--- src/design/assert_macros.svh ---
// ----------------------------------------------------------------------------
// Assertion macros
// Shared concurrent assertion helpers. They sample on clk_i and are disabled
// while rst_ni is low, so a module that uses them must have both ports.
// ----------------------------------------------------------------------------
`ifndef ASSERT_MACROS_SVH
`define ASSERT_MACROS_SVH

`ifndef SYNTHESIS

// The property must hold at every clock edge outside reset.
`define RFAE_ASSERT(label, prop, msg) \
  label: assert property (@(posedge clk_i) disable iff (!rst_ni) (prop)) else $error(msg);

// The condition must never be true at a clock edge outside reset.
`define RFAE_NEVER(label, cond, msg) \
  label: assert property (@(posedge clk_i) disable iff (!rst_ni) !(cond)) else $error(msg);

`else

`define RFAE_ASSERT(label, prop, msg)
`define RFAE_NEVER(label, cond, msg)

`endif

`endif

--- src/design/rfae_pkg.sv ---
// ----------------------------------------------------------------------------
// Register file ALU executor package
// Instruction field positions, the decoded request type and the ALU function
// shared by the front and back parts.
// ----------------------------------------------------------------------------
package rfae_pkg;

  parameter int unsigned DataW    = 16;
  parameter int unsigned InstrW   = 16;
  parameter int unsigned RegCount = 8;
  parameter int unsigned RegIdxW  = $clog2(RegCount);
  parameter int unsigned AluOpW   = 3;

  // Instruction field positions (low bit of each field).
  parameter int unsigned FieldALsb  = 13;
  parameter int unsigned FieldBLsb  = 10;
  parameter int unsigned FieldOpLsb = 2;

  parameter logic [DataW-1:0] RegResetVal = 16'h1234;

  // Shift amounts at or above this limit give zero.
  parameter int unsigned ShiftLimit = 16;
  parameter int unsigned ShiftW     = $clog2(ShiftLimit);

  // Compare result codes.
  parameter logic [DataW-1:0] CmpEqual   = 16'd0;
  parameter logic [DataW-1:0] CmpGreater = 16'd1;
  parameter logic [DataW-1:0] CmpLess    = 16'd2;

  typedef enum logic [AluOpW-1:0] {
    ALU_ADD = 3'd0,
    ALU_SUB = 3'd1,
    ALU_AND = 3'd2,
    ALU_OR  = 3'd3,
    ALU_XOR = 3'd4,
    ALU_SLL = 3'd5,
    ALU_SRL = 3'd6,
    ALU_CMP = 3'd7
  } alu_op_e;

  // One decoded request as it travels from the front to the back.
  typedef struct packed {
    logic [RegIdxW-1:0] a_idx;
    logic [RegIdxW-1:0] b_idx;
    alu_op_e            op;
  } uop_t;

  function automatic logic [DataW-1:0] alu_compute(alu_op_e op, logic [DataW-1:0] a,
                                                   logic [DataW-1:0] b);
    logic [DataW-1:0] res;
    logic             big_shift;
    big_shift = (b >= DataW'(ShiftLimit));
    case (op)
      ALU_ADD: res = a + b;
      ALU_SUB: res = a - b;
      ALU_AND: res = a & b;
      ALU_OR:  res = a | b;
      ALU_XOR: res = a ^ b;
      ALU_SLL: res = big_shift ? '0 : (a << b[ShiftW-1:0]);
      ALU_SRL: res = big_shift ? '0 : (a >> b[ShiftW-1:0]);
      ALU_CMP: res = (a == b) ? CmpEqual : ((a > b) ? CmpGreater : CmpLess);
      default: res = '0;
    endcase
    return res;
  endfunction

endpackage

--- src/design/rfae_front.sv ---
// ----------------------------------------------------------------------------
// Front part
// Accepts instruction words, decodes the register indexes and the ALU
// operation, and holds decoded requests in a short queue for the back part.
// ----------------------------------------------------------------------------
`include "assert_macros.svh"

module rfae_front import rfae_pkg::*; #(
  parameter int unsigned QueueDepth = 2
) (
  input  logic              clk_i,
  input  logic              rst_ni,
  input  logic              in_valid_i,
  output logic              in_stall_o,
  input  logic [InstrW-1:0] instruction_i,
  output logic              uop_valid_o,
  output uop_t              uop_o,
  input  logic              uop_pop_i
);

  localparam int unsigned PtrW = $clog2(QueueDepth);
  localparam int unsigned CntW = $clog2(QueueDepth + 1);

  uop_t            queue_mem [QueueDepth];
  logic [PtrW-1:0] wr_ptr_q, wr_ptr_d;
  logic [PtrW-1:0] rd_ptr_q, rd_ptr_d;
  logic [CntW-1:0] cnt_q, cnt_d;
  uop_t            dec;
  logic            push;
  logic            pop;

  always_comb begin
    dec.a_idx = instruction_i[FieldALsb +: RegIdxW];
    dec.b_idx = instruction_i[FieldBLsb +: RegIdxW];
    dec.op    = alu_op_e'(instruction_i[FieldOpLsb +: AluOpW]);
  end

  assign in_stall_o  = (cnt_q == CntW'(QueueDepth));
  assign uop_valid_o = (cnt_q != '0);
  assign uop_o       = queue_mem[rd_ptr_q];

  assign push = in_valid_i && !in_stall_o;
  assign pop  = uop_pop_i;

  always_comb begin
    wr_ptr_d = wr_ptr_q;
    rd_ptr_d = rd_ptr_q;
    if (push) begin
      wr_ptr_d = (wr_ptr_q == PtrW'(QueueDepth - 1)) ? '0 : wr_ptr_q + PtrW'(1);
    end
    if (pop) begin
      rd_ptr_d = (rd_ptr_q == PtrW'(QueueDepth - 1)) ? '0 : rd_ptr_q + PtrW'(1);
    end
    cnt_d = cnt_q + CntW'(push) - CntW'(pop);
  end

  always_ff @(posedge clk_i or negedge rst_ni) begin
    if (!rst_ni) begin
      wr_ptr_q <= '0;
      rd_ptr_q <= '0;
      cnt_q    <= '0;
    end else begin
      wr_ptr_q <= wr_ptr_d;
      rd_ptr_q <= rd_ptr_d;
      cnt_q    <= cnt_d;
    end
  end

  always_ff @(posedge clk_i) begin
    if (push) begin
      queue_mem[wr_ptr_q] <= dec;
    end
  end

  `RFAE_NEVER(a_cnt_over, cnt_q > CntW'(QueueDepth), "queue count exceeds depth")
  `RFAE_NEVER(a_pop_empty, pop && !uop_valid_o, "pop from empty queue")
  `RFAE_ASSERT(a_cnt_push, (push && !pop) |=> (cnt_q == $past(cnt_q) + CntW'(1)), "count did not grow on push")

endmodule

--- src/design/rfae_back.sv ---
// ----------------------------------------------------------------------------
// Back part
// Reads both operands from the register file, runs the ALU, writes the result
// back and presents it in an output register. A result written in one cycle
// is forwarded to a read of the same register in that cycle.
// ----------------------------------------------------------------------------
`include "assert_macros.svh"

module rfae_back import rfae_pkg::*; (
  input  logic               clk_i,
  input  logic               rst_ni,
  input  logic               uop_valid_i,
  input  uop_t               uop_i,
  output logic               uop_pop_o,
  output logic               out_valid_o,
  input  logic               out_stall_i,
  output logic [DataW-1:0]   result_value_o,
  output logic [RegIdxW-1:0] dest_index_o
);

  logic [DataW-1:0]   rf_mem_q [RegCount];
  logic [RegCount-1:0] rf_vld_q, rf_vld_d;

  logic               rd_valid_q, rd_valid_d;
  uop_t               rd_uop_q;
  logic [DataW-1:0]   rd_a_data_q;
  logic [DataW-1:0]   rd_b_data_q;

  logic               out_valid_q, out_valid_d;
  logic [DataW-1:0]   out_value_q;
  logic [RegIdxW-1:0] out_dest_q;

  logic               ex_fire;
  logic               rd_take;
  logic [DataW-1:0]   alu_res;

  assign ex_fire   = rd_valid_q && (!out_valid_q || !out_stall_i);
  assign rd_take   = uop_valid_i && (!rd_valid_q || ex_fire);
  assign uop_pop_o = rd_take;
  assign alu_res   = alu_compute(rd_uop_q.op, rd_a_data_q, rd_b_data_q);

  always_comb begin
    rd_valid_d  = rd_take ? 1'b1 : (ex_fire ? 1'b0 : rd_valid_q);
    out_valid_d = ex_fire ? 1'b1 : (out_stall_i ? out_valid_q : 1'b0);
    rf_vld_d    = rf_vld_q;
    if (ex_fire) begin
      rf_vld_d[rd_uop_q.a_idx] = 1'b1;
    end
  end

  always_ff @(posedge clk_i or negedge rst_ni) begin
    if (!rst_ni) begin
      rd_valid_q  <= 1'b0;
      out_valid_q <= 1'b0;
      rf_vld_q    <= '0;
    end else begin
      rd_valid_q  <= rd_valid_d;
      out_valid_q <= out_valid_d;
      rf_vld_q    <= rf_vld_d;
    end
  end

  // Register file write port and registered operand reads. An entry never
  // written since reset reads as the reset value.
  always_ff @(posedge clk_i) begin
    if (ex_fire) begin
      rf_mem_q[rd_uop_q.a_idx] <= alu_res;
      out_value_q              <= alu_res;
      out_dest_q               <= rd_uop_q.a_idx;
    end
    if (rd_take) begin
      rd_uop_q <= uop_i;
      if (ex_fire && (rd_uop_q.a_idx == uop_i.a_idx)) begin
        rd_a_data_q <= alu_res;
      end else if (!rf_vld_q[uop_i.a_idx]) begin
        rd_a_data_q <= RegResetVal;
      end else begin
        rd_a_data_q <= rf_mem_q[uop_i.a_idx];
      end
      if (ex_fire && (rd_uop_q.a_idx == uop_i.b_idx)) begin
        rd_b_data_q <= alu_res;
      end else if (!rf_vld_q[uop_i.b_idx]) begin
        rd_b_data_q <= RegResetVal;
      end else begin
        rd_b_data_q <= rf_mem_q[uop_i.b_idx];
      end
    end
  end

  assign out_valid_o    = out_valid_q;
  assign result_value_o = out_value_q;
  assign dest_index_o   = out_dest_q;

  `RFAE_ASSERT(a_fire_out, ex_fire |=> out_valid_q, "executed request produced no result")
  `RFAE_ASSERT(a_fire_dest, ex_fire |=> (out_dest_q == $past(rd_uop_q.a_idx)), "result index mismatch")
  `RFAE_ASSERT(a_cmp_range, (ex_fire && (rd_uop_q.op == ALU_CMP)) |=> (out_value_q <= CmpLess), "compare code out of range")
  `RFAE_NEVER(a_take_busy, rd_take && rd_valid_q && !ex_fire, "operand stage overwritten")

endmodule

--- src/design/register_file_alu_executor_core.sv ---
// ----------------------------------------------------------------------------
// Register file ALU executor core
// Executes 16-bit instruction words against eight 16-bit registers and
// returns the new destination value with its register index.
// ----------------------------------------------------------------------------
// Path: with nothing queued, a result becomes valid once its instruction has
// passed the registered queue write, operand read, and ALU and write back.
// Throughput: one instruction per cycle unless out_stall_i holds it; the
// operand read to write back loop is closed by forwarding the ALU result.
// Reset: every register reads as 0x1234 right after reset (per-register valid
// flags), and the queue and pipeline are emptied. QueueDepth must be 2 or more.

module register_file_alu_executor_core import rfae_pkg::*; #(
  parameter int unsigned QueueDepth = 2
) (
  input  logic               clk_i,
  input  logic               rst_ni,
  input  logic               in_valid_i,
  output logic               in_stall_o,
  input  logic [InstrW-1:0]  instruction_i,
  output logic               out_valid_o,
  input  logic               out_stall_i,
  output logic [DataW-1:0]   result_value_o,
  output logic [RegIdxW-1:0] dest_index_o
);

  logic uop_valid;
  uop_t uop;
  logic uop_pop;

  rfae_front #(
    .QueueDepth(QueueDepth)
  ) u_front (
    .clk_i        (clk_i),
    .rst_ni       (rst_ni),
    .in_valid_i   (in_valid_i),
    .in_stall_o   (in_stall_o),
    .instruction_i(instruction_i),
    .uop_valid_o  (uop_valid),
    .uop_o        (uop),
    .uop_pop_i    (uop_pop)
  );

  rfae_back u_back (
    .clk_i         (clk_i),
    .rst_ni        (rst_ni),
    .uop_valid_i   (uop_valid),
    .uop_i         (uop),
    .uop_pop_o     (uop_pop),
    .out_valid_o   (out_valid_o),
    .out_stall_i   (out_stall_i),
    .result_value_o(result_value_o),
    .dest_index_o  (dest_index_o)
  );

endmodule

--- config.mk ---
export PLATFORM = sky130hd
export DESIGN_NAME = register_file_alu_executor_core
export DESIGN_NICKNAME = d
export VERILOG_FILES = /design/src/design/rfae_pkg.sv /design/src/design/rfae_front.sv /design/src/design/rfae_back.sv /design/src/design/register_file_alu_executor_core.sv
export VERILOG_INCLUDE_DIRS = /design/src /design/src/design
export SDC_FILE = /design/constraint.sdc
export NUM_CORES = 1
export LEC_CHECK = 0
export ABC_AREA = 1
export BUFFER_PORTS_ARGS = -buffer_cell sky130_fd_sc_hd__buf_2
export CORE_UTILIZATION = 60
export CTS_CLUSTER_DIAMETER = 100
export DETAILED_ROUTE_END_ITERATION = 12
export PLACE_DENSITY_LB_ADDON = 0.1
export SYNTH_ARGS = -nofsm -noshare
export SYNTH_HDL_FRONTEND = slang
export SYNTH_SLANG_ARGS = --single-unit
--- constraint.sdc ---
create_clock -name clk_i -period 9 [get_ports clk_i]
set_clock_uncertainty 0.1 [all_clocks]
set_input_delay 1.8 -clock clk_i [delete_from_list [all_inputs] [get_ports clk_i]]
set_output_delay 1.8 -clock clk_i [all_outputs]
set_load 0.005 [all_outputs]
=== Word-level counts from Yosys, hierarchy flattened ===
Memories as Yosys holds them, arrays and structs flattened.
Cells that the tools add are included.

* $add $sub $neg: 6
* $lt $le $gt $ge: 6
* Eq/ne operators: 12
* Shift-type cells: 2
* Multiplexer cells: 25
* Bitwise operators: 4
* Reductions and logical operators: 15

{| class="wikitable"
|+ Operator list
! kind !! count
|-
| $pmux 16 s8 || 1
|-
| $mux 16 || 7
|-
| $add 16x16->16 || 1
|-
| $and 16x16->16 || 1
|-
| $eq 16x16->1 || 1
|-
| $ge 16x5->1 const B || 1
|-
| $gt 16x16->1 || 1
|-
| $or 16x16->16 || 1
|-
| $shl 16x4->16 || 1
|-
| $shr 16x4->16 || 1
|-
| $sub 16x16->16 || 1
|-
| $xor 16x16->16 || 1
|-
| $mux 1 || 13
|-
| $eq 3x3->1 const B || 4
|-
| $lt 3x4->1 const B || 3
|-
| $or 8x8->8 || 1
|-
| $bmux 1 s3 || 2
|-
| $eq 3x2->1 const B || 2
|-
| $eq 3x3->1 || 2
|-
| $logic_and 1x1->1 || 6
|-
| $logic_not 1->1 || 4
|-
| $reduce_bool 2->1 || 2
|-
| $demux 1 s3 || 1
|-
| $eq 3x1->1 const B || 1
|-
| other kinds (9) || 11
|}

* Bits in registers: 71
* Bits in writable memories: 146
* Input port bits: 20
* Output and inout port bits: 21
* Logic and storage cells: 84
* Memories kept: 2

{| class="wikitable"
|+ Memories
! name !! depth !! width !! read ports !! clocked after memory_dff !! write ports !! line !! text
|-
| u_back.rf_mem_q || 8 || 16 || 2 || 0 || 1 || rfae_back.sv:21 || <nowiki>logic [DataW-1:0] rf_mem_q [RegCount];</nowiki>
|-
| u_front.queue_mem || 2 || 9 || 1 || 0 || 1 || rfae_front.sv:24 || <nowiki>uop_t queue_mem [QueueDepth];</nowiki>
|}

=== Longest topological paths before layout ===
Gate-level depths: netlist of the first run.

* Depth in word-level cells: 6
* Depth in mapped cells: 17
* Gate-level depth less buffers: 16

=== Hierarchy ===
A second synthesis of the first run with hierarchy kept.

* Cell total of the unflattened synthesis: 1802
* Area total of the unflattened synthesis: 13978.4 µm²

{| class="wikitable"
|+ By module, submodules not included
! module !! instances !! cells an instance !! area an instance (µm²) !! sequential area each (µm²)
|-
| rfae_back || 1 || 1727 || 13075.0 || 5805.6
|-
| rfae_front || 1 || 75 || 903.4 || 640.6
|}

=== Worst setup path after synthesis of the first run ===
Ideal clock, no wire load.

* Path kind: input-to-reg
* From: input port out_stall_i
* To: memory u_back.rf_mem_q[1][0], enable pin
* Setup time: 411 ps
* Data arrival time: 4431 ps
* Data required time: 8489 ps
* Slack: 4059 ps
* Stages on the path: 5
* Path buffers: 0
* Path through: nand2_1 inv_1 nor2_1 nand2_1 nor3_1

* Cells in the longest elaborated chain, start to end: 5

{| class="wikitable"
|+ RTL lines
! item !! line !! text
|-
| start: declaration || register_file_alu_executor_core.sv:22 || <nowiki>input logic out_stall_i,</nowiki>
|-
| $logic_not 1->1 || rfae_back.sv:37 || <nowiki>assign ex_fire = rd_valid_q && (!out_valid_q || !out_stall_i);</nowiki>
|-
| $logic_or 1x1->1 || rfae_back.sv:37 ||
|-
| $logic_and 1x1->1 || rfae_back.sv:37 ||
|-
| net u_back.ex_fire || rfae_back.sv:33 || <nowiki>logic ex_fire;</nowiki>
|-
| $mux 1 || rfae_back.sv:66 || <nowiki>if (ex_fire) begin</nowiki>
|-
| $mux 1 (implied by the code) || rfae_back.sv:67 || <nowiki>rf_mem_q[rd_uop_q.a_idx] <= alu_res;</nowiki>
|-
| end: declaration || rfae_back.sv:21 ||
|}

The timed path passes the listed nets, and every way through them passes these cells.

=== Worst setup path in the final report of the first run ===
* From: register u_back.rd_b_data_q[3]
* To: memory u_back.rf_mem_q[0][6], data pin

* Cells in the longest elaborated chain, start to end: 3
* Elaborated cells on any way between the ends: 8
* Classes of those cells: add/sub: 2; order compare: 1; shift: 2; mux: 3

{| class="wikitable"
|+ RTL lines
! item !! line !! text
|-
| start: declaration || rfae_back.sv:27 || <nowiki>logic [DataW-1:0] rd_b_data_q;</nowiki>
|-
| start signal: assignment || rfae_back.sv:81 || <nowiki>rd_b_data_q <= alu_res;</nowiki>
|-
| start signal: assignment || rfae_back.sv:83 || <nowiki>rd_b_data_q <= RegResetVal;</nowiki>
|-
| start signal: assignment || rfae_back.sv:85 || <nowiki>rd_b_data_q <= rf_mem_q[uop_i.b_idx];</nowiki>
|-
| $ge 16x5->1, or another cell as far along || rfae_pkg.sv:52 || <nowiki>big_shift = (b >= DataW'(ShiftLimit));</nowiki>
|-
| $mux 16 (on tied branches) || rfae_pkg.sv:60, rfae_pkg.sv:59 ||
|-
| $pmux 16 s8 * || rfae_pkg.sv:53 || <nowiki>case (op)</nowiki>
|-
| net u_back.alu_res[6] || rfae_back.sv:35 || <nowiki>logic [DataW-1:0] alu_res;</nowiki>
|}

The timed path passes the listed nets; every way through them passes the cells marked *.

==> results of run 1 <==
-- worst register-to-register path, stage by stage, from the launching register on --
cell,delay [ns]
edfxtp_1,0.74
clkinv_1,0.72
ha_1,0.71
inv_1,0.14
a21oi_1,0.17
nand2_1,0.18
nand2_1,0.12
nand2_1,0.09
nand2_1,0.07
nand3_1,0.06
nand2_1,0.07
inv_1,0.07
a21boi_0,0.78
-- synth_stat cells (10+ instances only) --
master	instances	area, sq um
nand4_1	19	119
xor2_1	11	96.3
inv_2	11	41.3
nand2_1	430	1610
nor2_1	111	417
or2_2	12	75.1
clkbuf_1	18	67.6
inv_1	156	586
a21oi_1	99	495
buf_6	10	113
o211ai_1	36	270
buf_2	46	230
buf_4	11	82.6
nand3_1	255	1280
dfrtp_1	14	350
o2111ai_1	12	105
edfxtp_1	203	6100
o21ai_0	120	601
ha_1	51	638
-- cell usage in the layout, fill, tap and decap left out, types with 3 or more instances in the layout --
cell type / synthesis / routed
nor2_2: 3 / 11
o22ai_1: 8 / 8
o21ai_1: 4 / 4
buf_2: 46 / 33
o21ai_0: 120 / 120
xor2_1: 11 / 11
edfxtp_1: 203 / 203
clkbuf_16: 0 / 23
o211ai_1: 36 / 36
o21bai_1: 3 / 3
or2_2: 12 / 12
nand2_1: 430 / 430
o2111ai_1: 12 / 12
nor2_1: 111 / 103
nand2_2: 6 / 5
dfrtp_1: 14 / 14
nor3_1: 5 / 4
buf_4: 11 / 15
inv_1: 156 / 156
a211oi_1: 3 / 3
a21oi_2: 3 / 3
clkinv_2: 0 / 3
ha_1: 51 / 51
nand3_2: 5 / 5
clkinv_1: 2 / 6
o221ai_1: 8 / 8
clkbuf_1: 18 / 9
inv_2: 11 / 11
nand4_1: 19 / 19
a21oi_1: 99 / 99
nand3_1: 255 / 255
-- area by class of cell --
type / count / share of cell area, %
inverters: 169 / 4.30
repair buffers: 48 / 1.88
clock inverters: 9 / 0.543
flip-flops and latches: 217 / 43.7
multi-input cells: 1225 / 43.0
clock buffers: 32 / 4.13
well taps: 285 / 2.42
-- per-layer routing --
metal / up-vias / part of all wire, % / GRT usage, %
met2: 665 / 47 / 57.9
li1: 5788 / - / -
met4: 0 / 4.8 / 17.8
met5: - / 0 / 0
met3: 130 / 8.8 / 3.89
met1: 5784 / 40 / 47.4
-- worst max path at each step --
stage / start / end / slack (ns)
final: u_back.rd_b_data_q[3] / u_back.rf_mem_q[0][6] / 4.63
after global routing: u_back.rd_b_data_q[3] / u_back.rf_mem_q[0][6] / 4.48
after CTS: u_back.rd_b_data_q[3] / u_back.rf_mem_q[0][6] / 4.75
after detailed placement: out_stall_i / u_back.rf_mem_q[6][0] / 4.72
after global placement: out_stall_i / u_back.rf_mem_q[6][0] / 4.80
after floorplan: out_stall_i / u_back.rf_mem_q[1][0] / 4.06
-- cell families (layout without fill, tap and decap cells) --
logic type	after synthesis	count (layout)	synth area share, %
fa+ha+maj	53	53	4.88
simple gates	856	856	27.0
compound gates	304	304	12.8
flops	217	217	46.4
buf+inv	256	258	8.17
xor+xnor	12	12	0.756
-- metrics by stage --
step / hold slack, ns / util (%) / worst slack [ns] / area [sq um]
detailed placement: 0.360 / 62.1 / 4.72 / 14100
floorplan: 0.324 / - / 4.06 / 13900
global placement: 0.352 / 62.1 / 4.80 / 14100
CTS: 0.371 / 65.2 / 4.75 / 14800
global route: 0.392 / 65.2 / 4.48 / 14800
finish: 0.374 / 65.2 / 4.63 / 14800
-- flip-flops by register name (all words and copies together), names as in the netlist, 2 cells and up --
register and flops:
u_back.rf_vld_q 8, u_front.cnt_q 2, u_front.queue_mem 18, u_back.result_value_o 16
u_back.rd_b_data_q 16, u_back.rf_mem_q 128, u_back.rd_a_data_q 16, u_back.dest_index_o 3
u_back.rd_uop_q 6
==> results.py, run 1 <==
metrics = {
    "drt": {
        "vias": 12400,
        "route.detailed.drc": 0,
        "wl_per_cell_microns": 21.2,
        "via_per_inst": 6.23,
        "finalWirelength_microns": 42000,
        "first_pass_iters": 8,
        "ant_nets": 0,
        "dr.first_iter.drc_count": 1687,
    },
    "worst_setup_path": {
        "rr_endpoint": "u_back.rf_mem_q[0][6]",
        "endpoint_kind": "flop",
        "cp_data_arrival_time_ns": 4.44,
        "rr_startpoint": "u_back.rd_b_data_q[3]",
        "max_stage_delay_ns": 0.78,
        "worst-path-max-fanout": 20,
        "required_ns": 9.08,
        "path_buf_inv": 3,
        "slowest_stage": "a21boi_0",
        "path_common_cell": "nand2_1",
        "crit_type": "flop to flop",
        "path_depth": 12,
        "critical-path-top-delay-family": "compound AO/OA/AOI/OAI gates",
        "worst_r2r_path_depth": 12,
        "r2r_slack_ns": 4.63,
        "start_kind": "flop",
        "cp_cell_sequence": "clkinv_1 > ha_1 > inv_1 > a21oi_1 > nand2_1 > nand2_1 > nand2_1 > nand2_1 > nand3_1 > nand2_1 > inv_1 > a21boi_0",
    },
    "timing": {
        "relSlewSlack_pct": 17.1,
        "setup_viol": 0,
        "fmax_mhz": 229,
        "tightest_slew_ns": 1.24,
        "finalSetupTns_ns": 0,
        "rsz0062_at_grt": "false",
        "hold_violations": 0,
        "drv_slew": 0,
        "timing.final.crit_period_ns": 4.37,
        "post-route-period-util_pct": 48.5,
    },
    "clock_tree": {
        "cts-resized-gates": 0,
        "cts_hold_buf": 0,
        "clk_latency_ns": 0.52,
        "cts_tree": "built",
        "htree_levels": 1,
        "path_clk_slew_ns": 0.05,
        "postCtsSetupBuffers": 0,
        "cts_made_buffers": 23,
        "clockBufferDepth": 3,
        "cts-root-buf": "clkbuf_16",
        "cts.sinks": 217,
    },
    "synthesis": {
        "synthFlopType": "edfxtp_1",
        "synth_enable_flop_cells": 203,
        "synth_fp_nets": 1771,
        "seq_area_frac_synth_pct": 46.4,
        "ys_seq_elements": 217,
        "yosys_warnings": 0,
        "synthCells": 1698,
        "async_reset_ff_share_pct": 6.45,
        "syn_avg_cell_area_sq_um": 8.18,
        "ys_types": 48,
        "syn-cell-area_sq_um": 13900,
    },
    "placement": {
        "dp_cells": 1944,
        "dpl.hpwl_microns": 28500,
        "port_buffers": 33,
        "gp_congestion": 1.02,
    },
    "final_layout": {
        "multiInputGateArea_sq_um": 6350,
        "fillers": 1941,
        "area.sequential_sq_um": 6450,
        "fin_nets": 1757,
        "stdcell_count": 1985,
        "diodes": 0,
        "drive_gt1_share_pct": 8.06,
        "syn_to_final_growth_pct": 6.20,
    },
    "worst_hold_path": {
        "holdCritStartpoint": "u_back.rf_vld_q[6]",
        "hp-class": "flop to flop",
        "hold_depth": 2,
        "whs_endpoint": "u_back.rf_vld_q[6]",
    },
    "global_routing": {
        "grt_pass1_vias": 11700,
        "antenna_found_initial": 0,
        "grt_start_max_net_pins": 85,
        "grt_pass1_wl_microns": 64000,
        "overflow": 0,
        "grt_usage_pct": 35.5,
    },
    "floorplanning": {
        "die-area_sq_um": 23800,
        "io_pins": 41,
        "row_count": 55,
        "die_h_microns": 154,
        "core_sq_um": 22600,
        "die_w_microns": 154,
        "start_util_pct": 61.4,
    },
    "flow_run": {
        "max_cap_violations": 0,
    },
    "status": {
        "run_status": "completed",
    },
}
Power of run 1 is not shown: default switching activity piles up to over one toggle a cycle in this logic, so the estimate is an artifact.
==> run 2, diff against run 1 <==
- clock period: 9 -> 4.1 ns (I/O delays scaled with it)
==> run 2 against run 1 <==
  * Global-route usage rose by 0.30 points
  * Wire length rose by 0.83%
  * Sequential share of layout area fell by 0.67 points
  * Final cell count rose by 0.96%
  * Via count rose by 1.6%
  * Hold slack got worse by 0.30 ns
  * Utilization rose by 1.0 points
  * Die area did not move
  * Largest cell class unchanged
==> results.py, run 2 (synthesis gave the netlist of run 1 again) <==
metrics = {
    "placement": {
        "dpl.hpwl_microns": 28900,
        "port_buffers": 33,
        "gp_congestion": 1.02,
        "place_area_sq_um": 14200,
    },
    "final_layout": {
        "regMostFlops": "u_back.rf_mem_q",
        "final_cell_area_sq_um": 15000,
        "largest_register_ffs": 128,
        "final_common_cell": "nand2_1",
        "syn_to_final_growth_pct": 7.84,
        "reg_top3": "u_back.rf_mem_q x128, u_front.queue_mem x18",
        "drive_gt1_share_pct": 9.42,
        "diodes": 0,
        "finish.utilization_pct": 66.2,
        "mostFrequentLayoutCells": "nand2_1 (430), nand3_1 (255), edfxtp_1 (203)",
        "fin_nets": 1776,
    },
    "worst_setup_path": {
        "required_ns": 4.16,
        "worst-path-max-fanout": 9,
        "crit_type": "flop to flop",
        "cp_data_arrival_time_ns": 3.42,
        "endpoint_kind": "flop",
        "start_kind": "flop",
    },
    "floorplanning": {
        "row_count": 55,
        "io_pins": 41,
        "die_h_microns": 154,
        "die_w_microns": 154,
        "core_sq_um": 22600,
        "die-area_sq_um": 23800,
        "start_util_pct": 61.4,
    },
    "clock_tree": {
        "cts_tree": "built",
        "path_clk_slew_ns": 0.06,
        "cts_made_buffers": 23,
        "clk_latency_ns": 0.54,
        "cts.sinks": 217,
        "cts-root-buf": "clkbuf_16",
        "cts_hold_buf": 0,
        "cts-resized-gates": 0,
        "clockBufferDepth": 3,
        "postCtsSetupBuffers": 0,
        "htree_levels": 1,
    },
    "global_routing": {
        "grt_pass1_wl_microns": 64500,
        "grt_usage_pct": 35.8,
        "grt_pass1_vias": 11800,
        "overflow": 0,
        "grt_start_max_net_pins": 80,
        "antenna_found_initial": 0,
    },
    "drt": {
        "dr.first_iter.drc_count": 1528,
        "ant_nets": 0,
        "first_pass_iters": 9,
        "via_per_inst": 6.27,
        "finalWirelength_microns": 42400,
        "route.detailed.drc": 0,
        "wl_per_cell_microns": 21.2,
        "vias": 12600,
    },
    "status": {
        "run_status": "completed",
    },
    "worst_hold_path": {
        "hp-class": "input port to async pin",
    },
    "timing": {
        "timing.final.crit_period_ns": 3.36,
        "post-route-period-util_pct": 81.9,
        "drv_slew": 0,
        "setup_viol": 0,
        "hold_violations": 0,
        "relSlewSlack_pct": 24.0,
        "tightest_slew_ns": 1.13,
        "finalSetupTns_ns": 0,
        "rsz0062_at_grt": "false",
        "fmax_mhz": 298,
    },
    "flow_run": {
        "max_cap_violations": 0,
    },
}
[run 2: layout make-up]
type,count,area (sq um)
sequential,217,6450
inverter,169,634
timing repair buffer,67,420
fill,1885,7660
tap,285,357
clock inverter,16,193
multi-input combinational,1225,6350
clock buffer,25,583
[run 2: critical path, cell delays in order, from the launching register on]
cell and delay, ns:
edfxtp_1 0.56, ha_1 0.30, fa_1 0.42, inv_1 0.09
nand2_1 0.05, nand2_1 0.16, nand2_1 0.09, nand3_1 0.08
nand3_1 0.08, nand2_1 0.10, inv_1 0.07, a21boi_0 0.88
[run 2: metrics by stage]
stage          setup slack (ns)  hold WS [ns]  instances
6_report                  0.743        0.0784       2004
5_1_grt                   0.527         0.107       2004
3_3_place_gp              0.876         0.353       1963
2_1_floorplan             0.139         0.324       1698
3_5_place_dp              0.899         0.362       1963
4_1_cts                   0.858        0.0827       2004
[run 2: final timing paths]
kind / slack, ns / cells past startpoint / from / to
max in group asynchronous: 3.55 / 1 / rst_ni / u_back.rd_valid_q
setup reg to reg: 0.74 / 11 / u_back.rd_b_data_q[0] / u_back.rf_mem_q[5][6]
hold reg to reg: 0.37 / 2 / u_back.rf_vld_q[4] / u_back.rf_vld_q[4]
min in group clk_i: 0.37 / 2 / u_back.rf_vld_q[4] / u_back.rf_vld_q[4]
hold / removal: 0.08 / 1 / rst_ni / u_back.rf_vld_q[0]
setup / recovery: 0.74 / 11 / u_back.rd_b_data_q[0] / u_back.rf_mem_q[5][6]
[run 2: metal layers]
layer	vias to the layer above	GRT usage [%]	wire length, microns	share of wire (%)
li1	5835	-	-	-
met1	5860	47.7	16700	39
met2	721	58.3	19500	46
met3	143	4.60	4110	9.7
met4	0	17.2	2060	4.9
met5	-	0	0	0
Power of run 2 is left out for the same reason.
